File: src/ezr_pkg.sv
package ezr_pkg;

  // field and datapath widths
  localparam int ANGLE_BITS     = 16;
  localparam int ELEM_FRAC_BITS = 14;
  localparam int ELEM_W         = ELEM_FRAC_BITS + 2;
  localparam int WORK_FRAC      = 30;
  localparam int CORDIC_ITERS   = 30;
  localparam int CW             = 32;
  localparam int PHASE_W        = 32;
  localparam int NUM_LANES      = 3;

  // cordic start vector, gain 0.60725 in q30
  localparam logic signed [CW-1:0] CORDIC_GAIN = 32'sd652032874;

  // one input transaction
  typedef struct packed {
    logic signed [ANGLE_BITS-1:0] angle_x;
    logic signed [ANGLE_BITS-1:0] angle_y;
    logic signed [ANGLE_BITS-1:0] angle_z;
  } in_item_t;

  // one result transaction
  typedef struct packed {
    logic signed [ELEM_W-1:0] elem_r0c0;
    logic signed [ELEM_W-1:0] elem_r1c0;
    logic signed [ELEM_W-1:0] elem_r2c0;
    logic signed [ELEM_W-1:0] elem_r0c1;
    logic signed [ELEM_W-1:0] elem_r1c1;
    logic signed [ELEM_W-1:0] elem_r2c1;
    logic signed [ELEM_W-1:0] elem_r0c2;
    logic signed [ELEM_W-1:0] elem_r1c2;
    logic signed [ELEM_W-1:0] elem_r2c2;
  } out_item_t;

  // rotation state of one angle
  typedef struct packed {
    logic signed [CW-1:0] x;
    logic signed [CW-1:0] y;
    logic signed [CW-1:0] z;
  } crd_lane_t;

  // what one cell hands to the next
  typedef struct packed {
    logic                        vld;
    logic [NUM_LANES-1:0][1:0]   quad;
    crd_lane_t [NUM_LANES-1:0]   lane;
  } crd_stage_t;

  // atan(2^-i) in phase units, full turn = 2^32
  function automatic logic signed [CW-1:0] atan_q30(input int i);
    case (i)
      0:       return 32'sd536870912;
      1:       return 32'sd316933406;
      2:       return 32'sd167458907;
      3:       return 32'sd85004756;
      4:       return 32'sd42667331;
      5:       return 32'sd21354465;
      6:       return 32'sd10679838;
      7:       return 32'sd5340245;
      8:       return 32'sd2670163;
      9:       return 32'sd1335087;
      10:      return 32'sd667544;
      11:      return 32'sd333772;
      12:      return 32'sd166886;
      13:      return 32'sd83443;
      14:      return 32'sd41722;
      15:      return 32'sd20861;
      16:      return 32'sd10430;
      17:      return 32'sd5215;
      18:      return 32'sd2608;
      19:      return 32'sd1304;
      20:      return 32'sd652;
      21:      return 32'sd326;
      22:      return 32'sd163;
      23:      return 32'sd81;
      24:      return 32'sd41;
      25:      return 32'sd20;
      26:      return 32'sd10;
      27:      return 32'sd5;
      28:      return 32'sd3;
      29:      return 32'sd1;
      default: return '0;
    endcase
  endfunction

endpackage

File: src/ezr_cell.sv
module ezr_cell #(
  parameter int IDX = 0
) (
  input  logic                clk,
  input  logic                rst_n,
  input  ezr_pkg::crd_stage_t stage_i,
  output ezr_pkg::crd_stage_t stage_o
);

  localparam logic signed [ezr_pkg::CW-1:0] ATAN = ezr_pkg::atan_q30(IDX);

  ezr_pkg::crd_stage_t stage_nxt;
  ezr_pkg::crd_stage_t stage_r;

  // one micro-rotation on each of the three angles, direction from sign of z
  always_comb begin
    stage_nxt = stage_i;
    for (int l = 0; l < ezr_pkg::NUM_LANES; l++) begin
      if (!stage_i.lane[l].z[ezr_pkg::CW-1]) begin
        stage_nxt.lane[l].x = stage_i.lane[l].x - (stage_i.lane[l].y >>> IDX);
        stage_nxt.lane[l].y = stage_i.lane[l].y + (stage_i.lane[l].x >>> IDX);
        stage_nxt.lane[l].z = stage_i.lane[l].z - ATAN;
      end else begin
        stage_nxt.lane[l].x = stage_i.lane[l].x + (stage_i.lane[l].y >>> IDX);
        stage_nxt.lane[l].y = stage_i.lane[l].y - (stage_i.lane[l].x >>> IDX);
        stage_nxt.lane[l].z = stage_i.lane[l].z + ATAN;
      end
    end
  end

  // stage register, only the valid bit is cleared
  always_ff @(posedge clk) begin
    if (!rst_n) begin
      stage_r.vld  <= 1'b0;
      stage_r.quad <= stage_nxt.quad;
      stage_r.lane <= stage_nxt.lane;
    end else begin
      stage_r <= stage_nxt;
    end
  end

  assign stage_o = stage_r;

endmodule

File: config.mk
export PLATFORM = sky130hd
export DESIGN_NAME = ezr_cell
export DESIGN_NICKNAME = d
export VERILOG_FILES = /design/src/ezr_pkg.sv /design/src/ezr_cell.sv
export SDC_FILE = /design/constraint.sdc
export NUM_CORES = 1
export LEC_CHECK = 0
export BUFFER_PORTS_ARGS = -buffer_cell sky130_fd_sc_hd__buf_2
export CAP_MARGIN = 0
export CELL_PAD_IN_SITES_DETAIL_PLACEMENT = 1
export CELL_PAD_IN_SITES_GLOBAL_PLACEMENT = 1
export CORE_MARGIN = 1.5
export CORE_UTILIZATION = 40
export CTS_BUF_LIST = sky130_fd_sc_hd__clkbuf_2
export CTS_CLUSTER_DIAMETER = 60
export DETAILED_ROUTE_END_ITERATION = 8
export PLACE_DENSITY = 0.82
export RECOVER_POWER = 50
export SYNTH_ARGS = -nofsm -noshare
export SYNTH_HDL_FRONTEND = slang
export SYNTH_SLANG_ARGS = --single-unit
File: constraint.sdc
create_clock -name clk -period 3.24 [get_ports clk]
set_input_delay 0.162 -clock clk [delete_from_list [all_inputs] [get_ports clk]]
set_output_delay 0.162 -clock clk [all_outputs]
set_load 0.03 [all_outputs]
==> results.py, run 1 <==
metrics = {
    "outcome": {
        "status": "stopped before the end",
        "haltStage": "global routing",
        "first-error": "[ERROR GRT-0232] Routing congestion too high. Check the congestion heatmap in the GUI.",
    },
    "synth": {
        "syn_nets": 3300,
        "synth_edf_count": 0,
        "synth_compound_area_frac": 0.2525,
        "synth_simple_gate_area_share": 0.1330,
        "synth_cell_types": 89,
        "synthesis.instances": 2709,
        "synth_xor_area_frac": 0.07374,
        "synthArstFlopShare": 0,
        "ys_seq_elements": 292,
        "postSynthAreaPerCell_um2": 8.024,
        "yosys_warnings": 0,
        "synth_flop_cell": "dfxtp_1",
        "seq_area_frac_synth": 0.2689,
        "synthAdderAreaFrac": 0.1734,
        "synth_mux_area_frac": 0.02464,
        "synth_top_family_by_area": "compound AO/OA/AOI/OAI gates",
        "syn-cell-area_um2": 21740,
    },
    "sta": {
        "worstEndpointType": "sequential cell input",
        "crit_endpoint": "stage_o[284]$_DFF_P_/D",
    },
    "placement": {
        "gp_congestion": 0.9858,
        "dpl.cell_count": 4101,
        "dp_hpwl_um": 80700,
        "post_dp_cell_area_um2": 26760,
        "portBuffers": 591,
    },
    "clock_tree": {
        "clkSinkCount": 292,
        "cts.repair.resized": 0,
        "holdBufCountCts": 631,
        "max-clock-path-buffers": 3,
        "cts_root_buffer": "clkbuf_2",
        "cts_buffers": 84,
        "htreeDepth": 3,
        "post_cts_buffers": 0,
    },
    "global_routing": {
        "grt_max_degree": 80,
        "grtUsageTotal": 0.7296,
        "grt_overflow": 27,
        "antenna_found_initial": 85,
    },
    "die": {
        "fp.dieW_um": 236.1,
        "initial_utilization": 0.4039,
        "rows": 85,
        "io_pins": 592,
        "dieHeight_um": 236.1,
    },
}
per-stage QoR:
stage               worst slack, ps  setup TNS, ps  utilization
CTS                           10.99              0       0.6297
detailed placement           -191.1         -993.8       0.4972
global placement             -91.51         -271.6       0.4972
floorplan                     452.3              0            -
per-layer routing:
metal / track usage / GRT overflow
met3: 0.5978 / 2
met1: 0.7091 / 1
met4: 0.7009 / 14
met5: 0.3177 / 0
met2: 0.9111 / 10
kinds of logic after synthesis:
group                    count (synthesis)
AO/OA/AOI/OAI                          857
AND/OR/NAND/NOR                        618
buffers and inverters                  412
adder cells (fa/ha/maj)                294
flip-flops                             292
XOR/XNOR                               183
multiplexers                            53
Yosys cell counts (18+ instances only):
| cell | count | share of area |
|---|---|---|
| mux2i_1 | 49 | 0.023 |
| a21oi_1 | 302 | 0.070 |
| o31ai_1 | 22 | 0.0076 |
| nor4_1 | 21 | 0.0060 |
| o21bai_1 | 60 | 0.021 |
| a21o_1 | 59 | 0.020 |
| clkbuf_1 | 70 | 0.012 |
| o21ai_0 | 143 | 0.033 |
| ha_1 | 282 | 0.16 |
| nand2b_1 | 24 | 0.0069 |
| o21a_1 | 26 | 0.0090 |
| nand3_1 | 33 | 0.0076 |
| inv_1 | 263 | 0.045 |
| nor3_1 | 52 | 0.012 |
| buf_1 | 18 | 0.0031 |
| o21ai_1 | 33 | 0.0076 |
| nor2_1 | 240 | 0.041 |
| nor2b_1 | 37 | 0.011 |
| buf_2 | 31 | 0.0071 |
| xor2_1 | 27 | 0.011 |
| a31oi_1 | 23 | 0.0066 |
| dfxtp_1 | 292 | 0.27 |
| xnor2_1 | 156 | 0.063 |
| a211oi_1 | 21 | 0.0073 |
| nand2_1 | 128 | 0.022 |
==> run 2: changes to the inputs <==
==> config.mk (replaced) <==
export PLATFORM = sky130hd
export DESIGN_NAME = ezr_cell
export DESIGN_NICKNAME = d
export VERILOG_FILES = /design/src/ezr_pkg.sv /design/src/ezr_cell.sv
export SDC_FILE = /design/constraint.sdc
export NUM_CORES = 1
export LEC_CHECK = 0
export BUFFER_PORTS_ARGS = -buffer_cell sky130_fd_sc_hd__buf_2
export CAP_MARGIN = 0
export CORE_MARGIN = 1.5
export CORE_UTILIZATION = 40
export DETAILED_ROUTE_END_ITERATION = 8
export PLACE_DENSITY_LB_ADDON = 0.15
export RECOVER_POWER = 50
export SYNTH_ARGS = -nofsm -noshare
export SYNTH_HDL_FRONTEND = slang
export SYNTH_SLANG_ARGS = --single-unit
==> run 2 against run 1 <==
  * Area after synthesis stayed put
  * Synthesized cell count unchanged
  * The flow now finishes, with violations (max-capacitance violations, max-slew violations)
==> results.py, run 2 <==
metrics = {
    "clock_tree": {
        "htreeDepth": 2,
        "tritoncts": "done",
        "clk_pin_slew_worst_paths_ps": 60,
        "clkSinkCount": 292,
        "cts_root_buffer": "clkbuf_16",
        "max-clock-path-buffers": 3,
        "cts_buffers": 34,
    },
    "final_layout": {
        "largest_reg_flops": 292,
        "instances_no_fill": 4258,
        "drive_gt1_frac": 0.2012,
        "mostFrequentLayoutCells": "buf_2 (394), a21oi_1 (301), dfxtp_1 (292)",
        "final_common_cell": "buf_2",
        "syn2layout_area_growth_pct": 32.33,
        "final_nets": 4117,
        "n_fill_cell": 5217,
    },
    "outcome": {
        "failed_checks": "max-capacitance violations, max-slew violations",
        "status": "finished, violations left",
    },
    "sta": {
        "max_slew_margin": -0.3501,
        "hold_violations": 0,
        "slew_viol_final": 91,
        "setup_viol": 0,
        "period_minus_slack_ps": 3117,
        "clock.fmax_mhz": 320.8,
        "tightest_slew_ps": 2025,
        "rsz0062_at_grt": "false",
        "fin_crit_sh": 0.9621,
    },
    "drt": {
        "routed_via_density": 5.437,
        "wl_um": 87740,
        "post_drt_wl_per_cell_um": 20.60,
        "drt_pass1_iterations": 6,
        "antenna_left": 0,
        "via_count": 23149,
        "drtIter0Drc": 1871,
        "drc": 0,
    },
    "synth": {
        "seq_area_frac_synth": 0.2689,
        "synthArstFlopShare": 0,
        "yosys_warnings": 0,
        "synth_common_cells": "a21oi_1 (302), dfxtp_1 (292), ha_1 (282), inv_1 (263), nor2_1 (240)",
        "syn_nets": 3300,
        "postSynthAreaPerCell_um2": 8.024,
        "syn-cell-area_um2": 21740,
        "synthesis.instances": 2709,
        "yosysTopAreaCell": "dfxtp_1",
        "synth_top_area_frac": 0.2689,
        "ys_seq_elements": 292,
        "synth_edf_count": 0,
        "synth_cell_types": 89,
        "ys_top_cells_by_area": "dfxtp_1 (27%), ha_1 (16%), a21oi_1 (7.0%)",
        "yosysMostFrequentCell": "a21oi_1",
        "synth_flop_cell": "dfxtp_1",
    },
    "power": {
        "power_switching_mw": 5.868,
        "finalPower_mw": 14.81,
        "power.density_nw_per_um2": 514.9,
        "pwr-share-seq": 0.303,
        "pwr-share-comb": 0.411,
        "p_int_mw": 8.941,
        "vdd_drop_max_uv": 361.8,
        "p_sw_frac": 0.3963,
        "power_leakage_nw": 13.73,
        "p_clk_frac": 0.286,
    },
    "hold_path": {
        "hold_path_class": "in2reg",
    },
    "die": {
        "coreArea_um2": 53810,
        "rows": 85,
        "initial_utilization": 0.4039,
        "io_pins": 592,
        "fp.dieW_um": 236.1,
        "dieHeight_um": 236.1,
        "die-area_um2": 55750,
    },
    "critical_path": {
        "arrival_ps": 3540,
        "cp-start-kind": "primary input",
        "cp_max_fo": 3,
        "end_kind": "flip-flop",
        "critical_path_required_ps": 3670,
        "worstSetupPathType": "in2reg",
    },
    "placement": {
        "portBuffers": 591,
        "dp_hpwl_um": 70980,
        "gp_congestion": 0.9682,
        "dpl.cell_count": 4071,
    },
    "global_routing": {
        "antenna_found_initial": 18,
        "grtUsageTotal": 0.2994,
        "grt_pass1_wl_um": 130800,
        "grtUsageMet3": 0.04927,
        "grt_overflow": 0,
        "met1_usage": 0.3644,
        "first_global_vias": 22568,
        "busiest_layer": "met2",
        "use_met2": 0.5091,
        "grt_max_degree": 91,
    },
    "run": {
        "drv_cap": 1,
    },
}
[run 2: cell counts after synthesis]
Identical to the previous run, type by type.
[run 2: logic make-up after synthesis]
kind of cell	share of synthesized area
compound gates	0.2525
xor+xnor	0.07374
fa+ha+maj	0.1734
buf+inv	0.07380
flops	0.2689
mux	0.02464
simple gates	0.1330
[run 2: power groups by stage]
stage / clock network (mW) / registers [mW] / logic, mW
floorplan: 0 / 5.79 / 2.46
global placement: 0 / 4.55 / 6.00
detailed placement: 0 / 4.55 / 5.98
CTS: 4.33 / 4.48 / 6.12
global route: 4.46 / 4.53 / 6.48
finish: 4.23 / 4.49 / 6.08
[run 2: critical path, cell delays in order]
cell and delay, ps:
buf_2 110, dlygate4sd3_1 550, ha_1 220, fa_1 420, nor2b_1 240, o2111ai_1 190, nand4b_1 220, a311oi_1 170
o31a_1 320, o41ai_2 380, a211oi_1 170, nor2b_1 130, o22ai_1 100, xnor2_1 160
[run 2: metal layers]
| layer | vias up | wire [um] |
|---|---|---|
| li1 | 11003 | - |
| met1 | 10887 | 35750 |
| met2 | 1056 | 41650 |
| met3 | 197 | 5799 |
| met4 | 6 | 4512 |
| met5 | - | 29 |
[run 2: path summary, 6_finish.rpt]
path | from | slack, ps | cells after the start | endpoint
max | stage_i[64] | 120 | 14 | stage_o[62]
min | stage_i[165] | 30 | 3 | stage_o[133]
[run 2: cell type report]
type | instances | area (um2) | area share
Antenna cell | 13 | 32.53 | 0.001131
Clock buffer | 45 | 996.0 | 0.03463
Clock inverter | 14 | 225.2 | 0.007830
Inverter | 289 | 1085 | 0.03772
Multi-Input combinational cell | 2005 | 14360 | 0.4991
Sequential cell | 292 | 5846 | 0.2032
Tap cell | 696 | 870.8 | 0.03028
Timing Repair Buffer | 904 | 5353 | 0.1861
[run 2: repair_timing]
| item | in CTS | in global routing |
|---|---|---|
| buffers inserted | 0 | 3 |
| hold endpoints to repair | 112 | 0 |
| setup endpoints to repair | 0 | 8 |
| gates resized for setup | 0 | 15 |
| hold buffers | 113 | 0 |
[run 2: through the flow]
stage / TNS (ps) / setup slack [ps] / area, um2 / hold WS, ps / utilization
floorplan: 0 / 452.3 / 21740 / 189.7 / -
global placement: -223.9 / -76.18 / 26560 / 263.8 / 0.4935
detailed placement: -307.6 / -58.35 / 26560 / 265.8 / 0.4935
CTS: 0 / 56.11 / 28910 / 10.89 / 0.5372
global route: 0 / 44.28 / 28760 / 40.47 / 0.5344
finish: 0 / 122.9 / 28760 / 30.64 / 0.5345
Note: power is estimated with default switching activity, not from simulation.
